==> src/design/esd_pkg.sv <==
// esd_pkg: shared types for the escape sequence decoder
// decode state encoding and the result entry carried from decoder to queue
// no dependencies
`timescale 1ns / 1ps

package esd_pkg;

   typedef enum logic [1:0] {
      MODE_NORMAL = 2'd0,
      MODE_ESC    = 2'd1,
      MODE_HEX    = 2'd2,
      MODE_OCT    = 2'd3
   } decode_mode_type;

   localparam logic [7:0] BACKSLASH      = 8'h5C;
   localparam logic [7:0] CHAR_X         = 8'h78;
   localparam logic [1:0] HEX_DIGITS_MAX = 2'd2;
   localparam logic [1:0] OCT_DIGITS_MAX = 2'd3;

   // one decoded byte with its end-of-transaction and end-of-text flags
   typedef struct packed {
      logic       text_done;
      logic       run_done;
      logic [7:0] data;
   } rsp_item_type;

   // up to two results produced by one input transaction
   typedef struct packed {
      logic [1:0]   count;
      rsp_item_type first;
      rsp_item_type second;
   } push_type;

endpackage

==> src/design/esd_decode.sv <==
// esd_decode: escape decoding state and next-state logic
// turns one raw byte into zero, one or two decoded results per transaction
// depends on esd_pkg
`timescale 1ns / 1ps

module esd_decode (
   input  logic              clock,
   input  logic              reset,
   input  logic              in_fire,
   input  logic [7:0]        in_byte,
   input  logic              in_last,
   output esd_pkg::push_type push
);
   import esd_pkg::*;

   decode_mode_type mode_ff, mode_in;
   logic [7:0]      value_ff, value_in;
   logic [1:0]      count_ff, count_in;

   logic [1:0] n_res;
   logic [7:0] byte0;
   logic [7:0] byte1;

   // 0..15 for a hex digit, bit 4 set otherwise
   function automatic logic [4:0] hex_value(input logic [7:0] b);
      logic [4:0] v;
      v = 5'h10;
      if (b >= 8'h30 && b <= 8'h39) begin
         v = {1'b0, b[3:0]};
      end else if ((b >= 8'h61 && b <= 8'h66) || (b >= 8'h41 && b <= 8'h46)) begin
         v = {1'b0, b[3:0] + 4'd9};
      end
      return v;
   endfunction

   function automatic logic [7:0] map_escape(input logic [7:0] b);
      logic [7:0] m;
      case (b)
         8'h61:   m = 8'h07;
         8'h62:   m = 8'h08;
         8'h66:   m = 8'h0C;
         8'h6E:   m = 8'h0A;
         8'h72:   m = 8'h0D;
         8'h74:   m = 8'h09;
         8'h76:   m = 8'h0B;
         default: m = b;
      endcase
      return m;
   endfunction

   logic [4:0] hex_d;
   logic       is_oct;
   logic       nb_esc;
   logic       nb_emit;
   logic [7:0] acc_hex;
   logic [7:0] acc_oct;
   logic [1:0] cnt_inc;

   assign hex_d   = hex_value(in_byte);
   assign is_oct  = (in_byte[7:3] == 5'b00110);
   // a backslash opens an escape unless it is the last byte of the text
   assign nb_esc  = (in_byte == BACKSLASH) && !in_last;
   assign nb_emit = !nb_esc;
   assign acc_hex = {value_ff[3:0], hex_d[3:0]};
   assign acc_oct = {value_ff[4:0], in_byte[2:0]};
   assign cnt_inc = count_ff + 2'd1;

   always_comb begin
      mode_in  = mode_ff;
      value_in = value_ff;
      count_in = count_ff;
      n_res    = 2'd0;
      byte0    = 8'h00;
      byte1    = in_byte;
      case (mode_ff)
         MODE_NORMAL: begin
            if (nb_emit) begin
               n_res = 2'd1;
               byte0 = in_byte;
            end
            if (nb_esc) begin
               mode_in = MODE_ESC;
            end
         end
         MODE_ESC: begin
            if (in_byte == CHAR_X) begin
               mode_in  = MODE_HEX;
               value_in = 8'h00;
               count_in = 2'd0;
               if (in_last) begin
                  n_res = 2'd1;
                  byte0 = 8'h00;
               end
            end else if (is_oct) begin
               mode_in  = MODE_OCT;
               value_in = {5'd0, in_byte[2:0]};
               count_in = 2'd1;
               if (in_last) begin
                  n_res = 2'd1;
                  byte0 = {5'd0, in_byte[2:0]};
               end
            end else begin
               mode_in = MODE_NORMAL;
               n_res   = 2'd1;
               byte0   = map_escape(in_byte);
            end
         end
         MODE_HEX: begin
            if (!hex_d[4]) begin
               value_in = acc_hex;
               count_in = cnt_inc;
               if (cnt_inc >= HEX_DIGITS_MAX || in_last) begin
                  n_res    = 2'd1;
                  byte0    = acc_hex;
                  mode_in  = MODE_NORMAL;
                  value_in = 8'h00;
                  count_in = 2'd0;
               end
            end else begin
               // terminator: flush the value, then treat the byte as ordinary
               n_res    = nb_emit ? 2'd2 : 2'd1;
               byte0    = value_ff;
               mode_in  = nb_esc ? MODE_ESC : MODE_NORMAL;
               value_in = 8'h00;
               count_in = 2'd0;
            end
         end
         default: begin
            if (is_oct) begin
               value_in = acc_oct;
               count_in = cnt_inc;
               if (cnt_inc >= OCT_DIGITS_MAX || in_last) begin
                  n_res    = 2'd1;
                  byte0    = acc_oct;
                  mode_in  = MODE_NORMAL;
                  value_in = 8'h00;
                  count_in = 2'd0;
               end
            end else begin
               n_res    = nb_emit ? 2'd2 : 2'd1;
               byte0    = value_ff;
               mode_in  = nb_esc ? MODE_ESC : MODE_NORMAL;
               value_in = 8'h00;
               count_in = 2'd0;
            end
         end
      endcase
      if (in_last) begin
         mode_in  = MODE_NORMAL;
         value_in = 8'h00;
         count_in = 2'd0;
      end
   end

   always_ff @(posedge clock) begin
      if (reset) begin
         mode_ff  <= MODE_NORMAL;
         value_ff <= 8'h00;
         count_ff <= 2'd0;
      end else if (in_fire) begin
         mode_ff  <= mode_in;
         value_ff <= value_in;
         count_ff <= count_in;
      end
   end

   always_comb begin
      push.count            = in_fire ? n_res : 2'd0;
      push.first.data       = byte0;
      push.first.run_done   = (n_res == 2'd1);
      push.first.text_done  = (n_res == 2'd1) && in_last;
      push.second.data      = byte1;
      push.second.run_done  = 1'b1;
      push.second.text_done = in_last;
   end

endmodule

==> src/design/esd_queue.sv <==
// esd_queue: small result queue between decoder and output channel
// takes up to two entries per cycle, delivers one per cycle while out_ready is high
// depends on esd_pkg
`timescale 1ns / 1ps

module esd_queue (
   input  logic                  clock,
   input  logic                  reset,
   input  esd_pkg::push_type     push,
   output logic                  room,
   output logic                  out_valid,
   input  logic                  out_ready,
   output esd_pkg::rsp_item_type out_item
);
   import esd_pkg::*;

   localparam int DEPTH = 4;
   localparam int IDX_W = $clog2(DEPTH);
   localparam int CNT_W = $clog2(DEPTH + 1);

   rsp_item_type mem [DEPTH];

   logic [IDX_W-1:0] head_ff, head_in;
   logic [IDX_W-1:0] tail_ff, tail_in;
   logic [CNT_W-1:0] fill_ff, fill_in;
   logic             pop;

   assign pop       = out_valid && out_ready;
   assign out_valid = (fill_ff != '0);
   assign out_item  = mem[head_ff];
   // room for the worst case of two results from the next transaction
   assign room      = (fill_ff <= CNT_W'(DEPTH - 2));

   assign head_in = head_ff + IDX_W'(pop);
   assign tail_in = tail_ff + IDX_W'(push.count);
   assign fill_in = fill_ff + CNT_W'(push.count) - CNT_W'(pop);

   always_ff @(posedge clock) begin
      if (push.count != 2'd0) begin
         mem[tail_ff] <= push.first;
      end
      if (push.count == 2'd2) begin
         mem[tail_ff + IDX_W'(1)] <= push.second;
      end
   end

   always_ff @(posedge clock) begin
      if (reset) begin
         head_ff <= '0;
         tail_ff <= '0;
         fill_ff <= '0;
      end else begin
         head_ff <= head_in;
         tail_ff <= tail_in;
         fill_ff <= fill_in;
      end
   end

endmodule

==> src/design/escape_sequence_decoder.sv <==
// escape_sequence_decoder: c string escape decoding, one raw byte per cycle
//   while the queue has room for two results; each result is written into the queue on acceptance
// and offered from its head; a byte that yields two results (numeric escape
//   closed by another byte) writes both entries at once, absorbed by a 4-entry queue
// reset: synchronous, active high; clears decode mode, accumulator and queue
`timescale 1ns / 1ps

module escape_sequence_decoder (
   input  logic       clock,
   input  logic       reset,
   input  logic       req_tvalid,
   output logic       req_tready,
   input  logic [7:0] req_tdata,   // [7:0] in_byte
   input  logic       req_tlast,   // end_of_text
   output logic       rsp_tvalid,
   input  logic       rsp_tready,
   output logic [7:0] rsp_tdata,   // [7:0] out_byte
   output logic       rsp_tlast,   // run_done
   output logic       rsp_tuser    // [0] text_done
);
   import esd_pkg::*;

   push_type     push;
   rsp_item_type head_item;
   logic         req_fire;

   assign req_fire = req_tvalid && req_tready;

   esd_decode u_decode (
      .clock   (clock),
      .reset   (reset),
      .in_fire (req_fire),
      .in_byte (req_tdata),
      .in_last (req_tlast),
      .push    (push)
   );

   esd_queue u_queue (
      .clock     (clock),
      .reset     (reset),
      .push      (push),
      .room      (req_tready),
      .out_valid (rsp_tvalid),
      .out_ready (rsp_tready),
      .out_item  (head_item)
   );

   assign rsp_tdata = head_item.data;
   assign rsp_tlast = head_item.run_done;
   assign rsp_tuser = head_item.text_done;

endmodule

==> config.mk <==
export PLATFORM = sky130hd
export DESIGN_NAME = escape_sequence_decoder
export DESIGN_NICKNAME = d
export VERILOG_FILES = /design/src/design/esd_pkg.sv /design/src/design/esd_decode.sv /design/src/design/esd_queue.sv /design/src/design/escape_sequence_decoder.sv
export SDC_FILE = /design/constraint.sdc
export NUM_CORES = 1
export LEC_CHECK = 0
export BUFFER_PORTS_ARGS = -buffer_cell sky130_fd_sc_hd__buf_2
export CAP_MARGIN = 20
export CORE_ASPECT_RATIO = 0.75
export CORE_MARGIN = 10
export CORE_UTILIZATION = 62
export DETAILED_ROUTE_END_ITERATION = 8
export GPL_ROUTABILITY_DRIVEN = 0
export GPL_TIMING_DRIVEN = 0
export PLACE_DENSITY = 0.88
export SETUP_SLACK_MARGIN = 0.4
export SYNTH_ARGS = -nofsm -noshare
export SYNTH_HDL_FRONTEND = slang
export SYNTH_SLANG_ARGS = --single-unit
==> constraint.sdc <==
create_clock -name clock -period 4.37 [get_ports clock]
set_input_delay 0.6555 -clock clock [delete_from_list [all_inputs] [get_ports clock]]
set_output_delay 0.6555 -clock clock [all_outputs]
set_load 0.02 [all_outputs]
After elaboration in Yosys (flattened, before gate mapping)
Memories as Yosys holds them, arrays and structs flattened. A register that Yosys moved wholly into a read port is not among the register bits.
Cells that the tools add are included.
{ "word_totals": {"ff_bits": 19, "latchBits": 0, "ramBits": 40, "rom_bits": 0, "in_bits": 13, "out_inout_bits": 12, "wordCells": 112, "memories": 1} }
{ "mem_list": {"columns": ["memory", "depth", "width", "rd", "rd_clocked_by_memory_dff", "wr", "line_no", "text"], "rows": [
  ["u_queue.mem", 4, 10, 1, 1, 2, "esd_queue.sv:21", "rsp_item_type mem [DEPTH];"]
]} }
{ "op_classes": {"addsub": 7, "mul": 0, "div_mod_pow": 0, "magnitude_cmp": 9, "n_eq_ne": 19, "shift": 0, "mux": 54, "bitwise": 0, "n_reduce_logical": 16} }
{ "ops": {"columns": ["operator", "n"], "rows": [
  ["8-bit two-way mux", 14],
  ["8-bit by 7-bit equality test with 1-bit output (second input constant)", 9],
  ["8-bit one-hot mux with 7 select lines", 1],
  ["8-bit one-hot mux with 3 select lines", 2],
  ["2-bit two-way mux", 21],
  ["2-bit one-hot mux with 3 select lines", 3],
  ["8-bit by 7-bit greater-or-equal comparator with 1-bit output (second input constant)", 2],
  ["8-bit by 7-bit less-or-equal comparator with 1-bit output (second input constant)", 2],
  ["1-bit two-way mux", 10],
  ["5-bit two-way mux", 2],
  ["8-bit by 6-bit greater-or-equal comparator with 1-bit output (second input constant)", 1],
  ["8-bit by 6-bit less-or-equal comparator with 1-bit output (second input constant)", 1],
  ["4-bit by 2-bit != test with 1-bit output (second input constant)", 2],
  ["1-bit logical AND", 7],
  ["6-bit != test (second input constant)", 1],
  ["5-bit by 3-bit equality test with 1-bit output (second input constant)", 1],
  ["2-bit by 1-bit adder with 2-bit output (second input constant)", 2],
  ["4-bit adder (second input constant)", 1],
  ["2-bit by 1-bit equality test with 1-bit output (second input constant)", 2],
  ["2-bit equality test (second input constant)", 2],
  ["2-bit greater-or-equal comparator (second input constant)", 2],
  ["4-bit AND reduction", 1],
  ["3-bit by 2-bit adder with 3-bit output", 1],
  ["3-bit by 2-bit less-or-equal comparator with 1-bit output (second input constant)", 1],
  ["12 further kinds", 14]
]} }

Longest topological paths before layout
Gate-level depths: netlist of the first run.
{ "logic_depth": {"depth_word": 11, "ltp_mapped": 14, "ltp_nobuf": 13} }

Cells and area by module
From an unflattened synthesis of the first run, not the netlist that was laid out.
{ "unflattened": {"hier_cells": 425, "hier_area_um2": 4596.9} }
{ "by_module_without_submodules": {"columns": ["module", "instances", "cells_each", "area_each_um2", "seq_area_each_um2"], "rows": [
  ["esd_queue", 1, 142, 2533.7, 1341.3],
  ["esd_decode", 1, 282, 2057.0, 240.2],
  ["escape_sequence_decoder", 1, 1, 6.3, 0.0]
]} }

Least setup slack after synthesis of the first run
Ideal clock, no wire load.
{ "synth_timing": {"kind": "input to register", "start": "in req_tdata[1]", "end": "reg u_queue.fill_ff[2]", "setup_time_ps": 127, "t_arrival_ps": 3370, "required_ps": 4243, "path_slack_ps": 873, "stages": 14, "path_buffers": 1, "path_cell_list": "buf_2 inv_1 ha_1 o21bai_1 a21oi_1 o32a_1 nor2_1 inv_2 ha_1 inv_1 fa_1 xor2_1 xnor2_1 nor2_1"} }
{ "synth_between": {"elab_chain_cells": 10, "elab_cells_between_ends": 24, "classes_between": "2 x add/sub; 6 x order compare; 2 x eq/ne; 9 x mux; 5 x reduce/logical"} }
{ "synth_lines": {"columns": ["item", "line_no", "text"], "rows": [
  ["start, declared", "escape_sequence_decoder.sv:13", "input logic [7:0] req_tdata,"],
  ["8-bit by 7-bit greater-or-equal comparator with 1-bit output or 8-bit by 7-bit less-or-equal comparator with 1-bit output (tied branches)", "esd_decode.sv:30", "end else if ((b >= 8'h61 && b <= 8'h66) || (b >= 8'h41 && b <= 8'h46)) begin"],
  ["1-bit logical AND", "esd_decode.sv:30", null],
  ["1-bit logical OR", "esd_decode.sv:30", null],
  ["5-bit two-way mux", "esd_decode.sv:30", null],
  ["5-bit two-way mux", "esd_decode.sv:28", "if (b >= 8'h30 && b <= 8'h39) begin"],
  ["2-bit two-way mux", "esd_decode.sv:109", "if (!hex_d[4]) begin"],
  ["2-bit one-hot mux with 3 select lines *", "esd_decode.sv:75", "case (mode_ff)"],
  ["2-bit two-way mux *", "esd_decode.sv:168", "push.count = in_fire ? n_res : 2'd0;"],
  ["3-bit by 2-bit adder with 3-bit output *", "esd_queue.sv:36", "assign fill_in = fill_ff + CNT_W'(push.count) - CNT_W'(pop);"],
  ["3-bit by 1-bit subtractor with 3-bit output *", "esd_queue.sv:36", null],
  ["end signal, assigned", "esd_queue.sv:55", "fill_ff <= fill_in;"],
  ["end, declared", "esd_queue.sv:25", "logic [CNT_W-1:0] fill_ff, fill_in;"]
]} }
Every way passes the cells marked *; elsewhere a longest branch is shown, timed or not.
A chain may end at the register's enable or synchronous reset.

Worst setup path after layout of the first run
Ends and elaborated chain as after synthesis.

==> results of run 1 <==
cells by family after synthesis:
kind of cell	Yosys count	synth area share [%]
buf+inv	56	5.58
flops	59	36.0
simple gates	158	21.0
xor+xnor	8	1.64
compound gates	144	25.5
fa+ha+maj	15	4.56
mux	12	5.75
area by class of cell:
cell class	instances	area (µm²)	area share, %
buffer	38	171	3.65
clock buffer	15	188	4.00
clock inverter	1	5.00	0.107
inverter	18	67.6	1.44
multi-input combinational	337	2510	53.4
sequential	59	1540	32.8
tap	84	105	2.24
timing repair buffer	22	110	2.34
stage by stage:
stage | setup WS, ps | util [%] | std cells | hold slack (ps) | power (W)
floorplan | 873 | - | 452 | 430 | 0.00119
global placement | 370 | 66.5 | 558 | 445 | 0.00134
detailed placement | 264 | 66.5 | 558 | 453 | 0.00136
CTS | 623 | 69.3 | 574 | 462 | 0.00184
global route | 468 | 69.4 | 574 | 486 | 0.00194
finish | 610 | 69.4 | 574 | 463 | 0.00184
placed cells by master, fill, tap and decap left out, drive strengths merged, types with 4 or more instances in the layout:
cell type  Yosys  layout
o21ai         22      22
nand3         12      12
a22oi          7       7
xnor2          5       5
ha            14      14
o211ai         6       6
nor2b         11      11
a31oi          9       9
or3            4       4
and2           6       6
a21o           6       6
nor2          29      29
and3          11      11
o2bb2ai       23      23
a22o          18      18
nand2         34      34
a21oi         16      16
clkbuf        20      35
nand4b         4       4
inv           17      17
mux4          10      10
nand2b         9       9
dfxtp         23      23
nor3          14      14
o2111ai        7       7
buf           18      40
nand4          4       4
edfxtp        36      36
worst max-delay path, delay by kind of cell:
kind | cells | cell delay [ps]
AO/OA/AOI/OAI | 3 | 960
buffers and inverters | 5 | 710
AND/OR/NAND/NOR | 2 | 280
adder cells (fa/ha/maj) | 3 | 1040
XOR/XNOR | 2 | 320
worst min path at each step:
stage	to	start
after floorplan	u_queue.mem[2][8]	u_queue.mem[2][8]
after global placement	u_queue.mem[2][8]	u_queue.mem[2][8]
after detailed placement	u_decode.count_ff[1]	u_decode.count_ff[1]
after CTS	u_decode.count_ff[1]	u_decode.count_ff[1]
after global routing	u_decode.count_ff[1]	u_decode.count_ff[1]
final	u_decode.count_ff[1]	u_decode.count_ff[1]
routing by layer:
metal,vias to the layer above,wire [µm]
met5,-,0
met1,1866,4840
met4,0,466
met2,328,5410
met3,73,1480
li1,1817,-
sequential cells by signal, indices dropped and copies added (netlist names):
signal,count
u_queue.head_ff,2
u_decode.mode_ff,2
u_decode.count_ff,2
u_queue.fill_ff,3
u_decode.value_ff,8
u_queue.tail_ff,2
u_queue.mem,40
power by group:
group          leakage (nW)  switching [W]  internal, W  total [W]
clock                0.0989       0.000212     0.000271   0.000483
sequential            0.482      0.0000424     0.000684   0.000727
combinational          1.04       0.000380     0.000255   0.000634
total                  1.62       0.000634      0.00121    0.00184
timing repair:
| action | in CTS | in global routing |
|---|---|---|
| setup endpoints to repair | 0 | 10 |
| gates resized for setup | 0 | 2 |
| buffers inserted | 0 | 0 |
==> impl_metrics.csv, run 1 <==
group,metric,value,unit
run_status,status,"complete, but fails checks",
run_status,failed_checks,"DRC",
logic_synthesis,syn_area,0.00428,mm²
logic_synthesis,synth_edf_count,36,
cells_and_area,drive_gt1_share,16.3,%
sta,min_period,3760,ps
logic_synthesis,syn-instance-count,452,
clock_network,clockBufferDepth,2,
logic_synthesis,avgSynthCellArea,9.48,µm²
sta,period_share,86.0,%
drt,drt-total-wl,12.2,mm
setup_path,critPathLaunchType,"primary input",
sta,max_slew_margin,41.2,%
floorplanning,placementRows,26,
setup_path,rrSetupSlack,870,ps
setup_path,critPathArrivalTime,3980,ps
setup_path,startpoint,"req_tdata[1]",
floorplanning,ios,25,
grt,grt_pass1_vias,3877,
setup_path,criticalPathCategory,"in2reg",
setup_path,crit_required,4590,ps
setup_path,cp-end-kind,"flop",
sta,worst_pin_slew,882,ps
drt,wl_per_cell,21.3,µm
sta,max_freq,266,MHz
power,ir_worst_vdd,162,µV
grt,grt_max_degree,11,
grt,grt.overflow.total,0,
floorplanning,die_h,92.0,µm
drt,final_antenna_net_count,0,
logic_synthesis,yosysSeqAreaShare,36.0,%
logic_synthesis,ys_warn_count,0,
cells_and_area,fillers,509,
min_path,hold_class,"reg2reg",
setup_path,crit_fanout,10,
floorplanning,start_util,63.3,%
grt,grt_util_met1,30.7,%
drt,vias,4084,
clock_network,cts.clk_slew.worst_paths,70,ps
place,dp_hpwl,8.88,mm
sta,setup-violations-final,0,
floorplanning,fp.dieW,116,µm
logic_synthesis,ys_ff_latch,59,
sta,maxSlewViolCount,0,
floorplanning,die_area,0.0107,mm²
grt,busiest_layer,"met2",
setup_path,r2r-start,"u_decode.mode_ff[0]",
logic_synthesis,synth_ff_type,"edfxtp_1",
clock_network,clock_latency,350,ps
drt,first_pass_iters,9,
place,dpl_cell_area,0.00450,mm²
grt,antenna_found_initial,0,
clock_network,ctsHoldBuffers,0,
grt,grtUsageMet3,6.38,%
logic_synthesis,synth_commonest_cells,"36 x edfxtp_1, 34 x nand2_1, 29 x nor2_1, 23 x dfxtp_1, 23 x o2bb2ai_1",
sta,finalHoldViolations,0,
drt,route.detailed.drc,3,
clock_network,cts_tree,"yes",
power,p_leak,1.62,nW
logic_synthesis,synth.top_cell.area_share,25.2,%
grt,grt_use_met2,35.8,%
flow_run,drv_cap,0,
drt,drt_iter0_markers,681,
setup_path,max_stage_delay,440,ps
logic_synthesis,synth.most_common_cell,"edfxtp_1",
logic_synthesis,ys_types,71,
setup_path,slowest_stage,"o32a_1",
cells_and_area,syn_to_final_growth,9.64,%
setup_path,r2r_end,"u_queue.mem[3][0]",
logic_synthesis,ys_top_cells_by_area,"edfxtp_1 25%, dfxtp_1 11%, mux4_2 5.3%",
sta,finalSetupTns,0,ps
floorplanning,coreArea,0.00677,mm²
grt,grt_pass1_wl,20.0,mm
clock_network,htree_levels,3,
place,io_buffers,22,
sta,fin_worst_skew,8.51,ps
setup_path,crit_chain,"buf_2 > buf_2 > inv_1 > ha_1 > o21bai_1 > a21oi_1 > o32a_1 > nor2_2 > inv_2 > ha_1 > inv_1 > fa_1 > xor2_1 > xnor2_1 > nor2_1",
setup_path,r2r_cells,10,
power,power.density,393,mW/mm²
cells_and_area,fin_nets,513,
sta,rsz0062_at_grt,"no",
clock_network,cts-root-buf,"clkbuf_8",
logic_synthesis,syn_nets,480,
logic_synthesis,yosys.area.top_type,"edfxtp_1",
logic_synthesis,async_flop_share,0,%
drt,vias_per_cell,7.11,
setup_path,crit_end,"u_queue.fill_ff[2]",
cells_and_area,stdcell_area,0.00470,mm²
min_path,min_path_cells,2,
clock_network,clock-sinks,59,
clock_network,cts_buffers,9,
cells_and_area,insertedDiodeCount,0,
grt,grt_usage,23.5,%
(Power assumes the default switching activity.)
==> inputs of run 2 (changes only) <==
CORE_UTILIZATION = 58   (was 62)
CTS_BUF_LIST = sky130_fd_sc_hd__clkbuf_4   (was not set)
PLACE_DENSITY = 0.86   (was 0.88)
clock period = 3.3 ns   (was 4.37 ns; I/O delays follow)
==> run 2 against run 1 <==
The flow now finishes without violations. Flip-flop and latch count stayed put. Setup slack lost 230 ps. Clock skew up 15 ps. Highest routed layer unchanged.
==> impl_metrics.csv, run 2 (synthesis results as in run 1) <==
group,metric,value,unit
cells_and_area,mostFrequentLayoutCells,"36 x edfxtp_1, 34 x nand2_1, 33 x buf_2",
sta,rsz0062_at_grt,"yes",
place,dp_hpwl,8.96,mm
power,seq_power_share,41.0,%
setup_path,r2r-start,"u_decode.mode_ff[0]",
power,power.density,471,mW/mm²
setup_path,cp-end-kind,"flop",
setup_path,r2r_cells,13,
setup_path,crit_required,3590,ps
grt,grt_usage,22.0,%
grt,grt.overflow.total,0,
setup_path,critPathArrivalTime,3210,ps
sta,setup-violations-final,0,
power,power_switching,0.000892,W
grt,grt_max_degree,12,
power,p_sw_share,38.2,%
drt,route.detailed.drc,0,
sta,fin_worst_skew,23.3,ps
min_path,hold_end,"u_queue.tail_ff[0]",
setup_path,criticalPathCategory,"in2reg",
flow_run,drv_cap,0,
floorplanning,placementRows,27,
cells_and_area,reg_top3,"u_queue.mem (40), u_decode.value_ff (8), u_queue.fill_ff (3)",
sta,fin_ws,377,ps
cells_and_area,top_register,"u_queue.mem",
sta,finalHoldViolations,0,
clock_network,htree_levels,3,
grt,grt_pass1_vias,3927,
floorplanning,die_h,94.4,µm
power,clockPowerShare,19.2,%
drt,first_pass_iters,7,
grt,grt_pass1_wl,20.0,mm
power,p_leak,1.67,nW
min_path,min_path_cells,2,
min_path,hold_class,"in2reg",
sta,maxSlewViolCount,0,
grt,antenna_found_initial,0,
place,dpl_cell_area,0.00460,mm²
cells_and_area,stdcell_area,0.00496,mm²
setup_path,critPathLaunchType,"primary input",
place,io_buffers,22,
cells_and_area,final_common_cell,"edfxtp_1",
cells_and_area,fin_nets,525,
place,pre_cts_slack,-379,ps
power,internal-power,0.00144,W
clock_network,cts_buffers,9,
sta,max_freq,342,MHz
sta,max_slew_margin,44.9,%
setup_path,rrSetupSlack,420,ps
floorplanning,fp.dieW,119,µm
drt,final_antenna_net_count,0,
sta,min_period,2920,ps
floorplanning,die_area,0.0113,mm²
setup_path,crit_fanout,10,
cells_and_area,insertedDiodeCount,0,
setup_path,r2r_end,"u_queue.fill_ff[2]",
clock_network,clockBufferDepth,2,
clock_network,cts-root-buf,"clkbuf_4",
clock_network,clock-sinks,59,
cells_and_area,largest_register_ffs,40,
min_path,hold_start,"reset",
sta,worst_pin_slew,827,ps
drt,drt_iter0_markers,559,
drt,wl_per_cell,21.6,µm
clock_network,clock_latency,430,ps
power,power_frac_comb,39.8,%
run_status,status,"finished clean",
sta,period_share,88.6,%
cells_and_area,drive_gt1_share,23.5,%
drt,drt-total-wl,13.0,mm
drt,vias,4178,
cells_and_area,syn_to_final_growth,15.7,%
clock_network,cts.clk_slew.worst_paths,90,ps
floorplanning,start_util,59.0,%
floorplanning,coreArea,0.00726,mm²
drt,vias_per_cell,6.93,
power,ir_worst_vdd,265,µV
floorplanning,ios,25,
clock_network,cts_tree,"yes",
clock_network,ctsHoldBuffers,0,
## run 2: worst max-delay path by stage
| stage | start | to | slack (ps) | depth (start not counted) |
|---|---|---|---|---|
| 6_report | req_tdata[1] | u_queue.fill_ff[2] | 380 | 15 |
| 5_1_grt | u_decode.mode_ff[0] | u_queue.fill_ff[2] | 290 | 14 |
| 4_1_cts | u_decode.count_ff[0] | u_queue.fill_ff[2] | 410 | 11 |
| 3_5_place_dp | req_tdata[0] | u_queue.mem[0][1] | -380 | 10 |
| 3_3_place_gp | req_tdata[0] | u_queue.mem[0][5] | -320 | 10 |
| 2_1_floorplan | req_tdata[1] | u_queue.fill_ff[2] | 400 | 14 |
## run 2: layout make-up
class / instances / area, µm²
multi-input cells: 341 / 2750
fillers: 552 / 2310
flip-flops and latches: 59 / 1540
plain buffers: 38 / 180
repair buffers: 30 / 173
well taps: 101 / 126
inverters: 18 / 78.8
clock buffers: 10 / 75.1
clock inverters: 6 / 33.8
## run 2: critical path: stages
cell and delay, ps:
buf_2 110, buf_4 190, inv_6 100, ha_4 200, nor3b_4 260, nor3_4 110, o32a_1 430, nor2_4 220
inv_4 60, ha_4 250, inv_1 40, fa_2 350, xor2_2 170, xnor2_1 160, nor2_1 50
## run 2: power groups by stage
stage,Sequential (W),Clock (W),Combinational (W)
floorplan,0.000954,0,0.000631
global placement,0.000964,0,0.000828
detailed placement,0.000973,0,0.000853
CTS,0.000956,0.000448,0.000895
global route,0.000968,0.000482,0.00101
finish,0.000957,0.000449,0.000929
## run 2: through the flow
| step | power, W | instances | utilization (%) | setup TNS [ps] | hold slack (ps) |
|---|---|---|---|---|---|
| detailed placement | 0.00183 | 575 | 63.3 | -12270 | 453 |
| CTS | 0.00230 | 599 | 67.2 | 0 | 304 |
| finish | 0.00234 | 603 | 68.3 | 0 | 331 |
| global route | 0.00246 | 603 | 68.3 | 0 | 304 |
| floorplan | 0.00158 | 452 | - | 0 | 430 |
| global placement | 0.00179 | 575 | 63.3 | -9710 | 443 |
## run 2: layer usage
metal | up-vias | GRT usage [%] | part of all wire (%)
li1 | 1847 | - | -
met1 | 1926 | 27.2 | 38
met2 | 335 | 35.9 | 46
met3 | 70 | 6.50 | 13
met4 | 0 | 8.62 | 3.7
met5 | - | 0 | 0
## run 2: repair_timing
action,4_1_cts,5_1_grt
pin swaps,5,3
gates resized for setup,25,10
gates cloned,2,2
endpoints found under the setup margin,45,43
setup buffers,6,2
==> inputs of run 3 (changes only) <==
--- a/config.mk
+++ b/config.mk
@@ -6,5 +6,5 @@
 export NUM_CORES = 1
 export LEC_CHECK = 0
-export BUFFER_PORTS_ARGS = -buffer_cell sky130_fd_sc_hd__buf_2
+export BUFFER_PORTS_ARGS = -buffer_cell sky130_fd_sc_hd__buf_4
 export CAP_MARGIN = 20
 export CORE_ASPECT_RATIO = 0.75
@@ -15,4 +15,5 @@
 export GPL_ROUTABILITY_DRIVEN = 0
 export GPL_TIMING_DRIVEN = 0
+export MAX_ROUTING_LAYER = met4
 export PLACE_DENSITY = 0.86
 export SETUP_SLACK_MARGIN = 0.4
==> constraint.sdc (replaced) <==
create_clock -name clock -period 3.3 [get_ports clock]
set_input_delay 0.33 -clock clock [delete_from_list [all_inputs] [get_ports clock]]
set_output_delay 0.33 -clock clock [all_outputs]
set_load 0.02 [all_outputs]
==> run 3 against run 2 <==
Global-route usage increased by 0.67 points. Final cell count decreased by 0.83%. Clock skew decreased by 5.8 ps. Critical path type is now reg2reg. Register-to-register slack improved by 40 ps. Via count decreased by 0.89%. Routed wire length decreased by 3.7%.
==> impl_metrics.csv, run 3 (synthesis results as in run 1) <==
group,metric,value,unit
setup_path,crit_required,3620,ps
cells_and_area,largest_register_ffs,40,
min_path,hold_class,"in2reg",
setup_path,r2r_cells,12,
grt,grt_pass1_vias,3867,
cells_and_area,fin_cells,598,
clock_network,htree_levels,3,
sta,fin_worst_skew,17.5,ps
setup_path,max_stage_delay,420,ps
clock_network,clock-sinks,59,
drt,final_antenna_net_count,0,
setup_path,criticalPathCategory,"reg2reg",
cells_and_area,reg_top3,"u_queue.mem (40), u_decode.value_ff (8), u_queue.fill_ff (3)",
setup_path,crit_chain,"ha_1 > buf_2 > nand2b_4 > o32a_1 > nor2_4 > inv_4 > ha_1 > inv_1 > fa_2 > xor2_2 > xnor2_1 > nor2_1",
drt,route.detailed.drc,0,
setup_path,rrSetupSlack,460,ps
run_status,status,"finished clean",
grt,grt_max_degree,12,
cells_and_area,fin_nets,520,
setup_path,crit_fanout,10,
setup_path,critPathLaunchType,"flop",
cells_and_area,mostFrequentLayoutCells,"36 x edfxtp_1, 34 x nand2_1, 28 x buf_4",
sta,hold_slack,90.5,ps
cells_and_area,drive_gt1_share,22.3,%
clock_network,ctsHoldBuffers,0,
floorplanning,ios,25,
drt,wl_per_cell,20.9,µm
cells_and_area,stdcell_area,0.00491,mm²
floorplanning,fp.dieW,119,µm
cells_and_area,top_register,"u_queue.mem",
power,p_leak,1.66,nW
setup_path,critPathArrivalTime,3160,ps
grt,grt_usage,22.7,%
sta,rsz0062_at_grt,"yes",
cells_and_area,syn_to_final_growth,14.7,%
sta,period_share,86.2,%
drt,first_pass_iters,8,
sta,finalHoldViolations,0,
cells_and_area,fillers,551,
flow_run,drv_cap,0,
min_path,min_path_cells,2,
place,dp_hpwl,8.98,mm
sta,setup-violations-final,0,
setup_path,path_buf_inv,3,
floorplanning,placementRows,27,
sta,maxSlewViolCount,0,
setup_path,crit_top_cell,"ha_1",
setup_path,r2r-start,"u_decode.mode_ff[0]",
power,ir_worst_vdd,229,µV
grt,grt_pass1_wl,20.1,mm
place,dpl.cell_count,575,
clock_network,cts.clk_slew.worst_paths,100,ps
sta,worst_pin_slew,889,ps
setup_path,r2r_end,"u_queue.fill_ff[2]",
setup_path,cp-end-kind,"flop",
floorplanning,coreArea,0.00726,mm²
cells_and_area,insertedDiodeCount,0,
floorplanning,start_util,59.0,%
drt,vias_per_cell,6.92,
place,io_buffers,22,
clock_network,cts_tree,"yes",
floorplanning,die_h,94.4,µm
clock_network,clock_latency,440,ps
grt,grt.overflow.total,0,
min_path,hold_start,"reset",
sta,max_slew_margin,40.7,%
cells_and_area,final_common_cell,"edfxtp_1",
place,dpl_cell_area,0.00462,mm²
clock_network,cts_buffers,9,
clock_network,clockBufferDepth,2,
clock_network,cts-root-buf,"clkbuf_4",
sta,min_period,2840,ps
grt,antenna_found_initial,0,
drt,vias,4141,
drt,drt_iter0_markers,673,
power,power.density,479,mW/mm²
min_path,hold_end,"u_queue.tail_ff[0]",
sta,max_freq,352,MHz
setup_path,cp_top_family,"adder cells",
floorplanning,die_area,0.0113,mm²
drt,drt-total-wl,12.5,mm
setup_path,slowest_stage,"o32a_1",
## run 3: cell types whose count changed in the layout (fill, tap and decap cells not counted), sizes merged
cell	before	now
buf	48	42
clkbuf	30	31
## run 3: per-layer routing
layer | global-route usage [%] | vias to the layer above | part of all wire [%]
li1 | - | 1827 | -
met1 | 26.7 | 1931 | 39
met2 | 34.8 | 309 | 45
met3 | 8.16 | 74 | 11
met4 | 9.33 | 0 | 4.1
met5 | - | - | 0
## run 3: power breakdown
group / total, W / switching [W] / internal, W / leakage [nW]
clock: 0.000441 / 0.000285 / 0.000156 / 0.0596
sequential: 0.000956 / 0.0000523 / 0.000904 / 0.483
combinational: 0.000958 / 0.000542 / 0.000416 / 1.12
## run 3: area by class of cell
| type | instances | area (µm²) | share of cell area [%] |
|---|---|---|---|
| multi-input cells | 341 | 2690 | 54.7 |
| flip-flops and latches | 59 | 1540 | 31.4 |
| repair buffers | 25 | 188 | 3.82 |
| plain buffers | 38 | 184 | 3.74 |
| well taps | 101 | 126 | 2.57 |
| inverters | 18 | 77.6 | 1.58 |
| clock buffers | 10 | 75.1 | 1.53 |
| clock inverters | 6 | 33.8 | 0.687 |
## run 3: repair_timing
item                       4_1_cts  5_1_grt
pin swaps                        1        4
setup endpoints to repair       52       53
resized for setup               21       13
gates cloned                     0        4
setup buffers                    1        2
## run 3: stage by stage
step	setup slack, ps	total power, W	setup TNS (ps)	utilization (%)
after global placement	-141	0.00183	-3430	63.6
final	455	0.00236	0	67.7
after global routing	318	0.00249	0	67.7
after detailed placement	-228	0.00187	-5930	63.6
after floorplan	425	0.00158	0	-
after CTS	414	0.00232	0	66.5
## run 3: worst reg2reg max path, stage by stage (launching register included)
cell,delay (ps)
dfxtp_2,350
ha_1,180
buf_2,180
nand2b_4,190
o32a_1,420
nor2_4,200
inv_4,90
ha_1,280
inv_1,50
fa_2,400
xor2_2,200
xnor2_1,140
nor2_1,50
## run 3: how the worst max path moves through the flow
stage                         from            endpoint  slack, ps  cells past startpoint
2_1_floorplan         req_tdata[1]  u_queue.fill_ff[2]        430                     14
3_3_place_gp          req_tdata[0]   u_queue.mem[2][6]       -140                     10
3_5_place_dp          req_tdata[0]   u_queue.mem[2][7]       -230                     10
4_1_cts        u_decode.mode_ff[0]  u_queue.fill_ff[2]        410                     13
5_1_grt        u_decode.mode_ff[0]  u_queue.fill_ff[2]        320                     12
6_report       u_decode.mode_ff[0]  u_queue.fill_ff[2]        460                     12
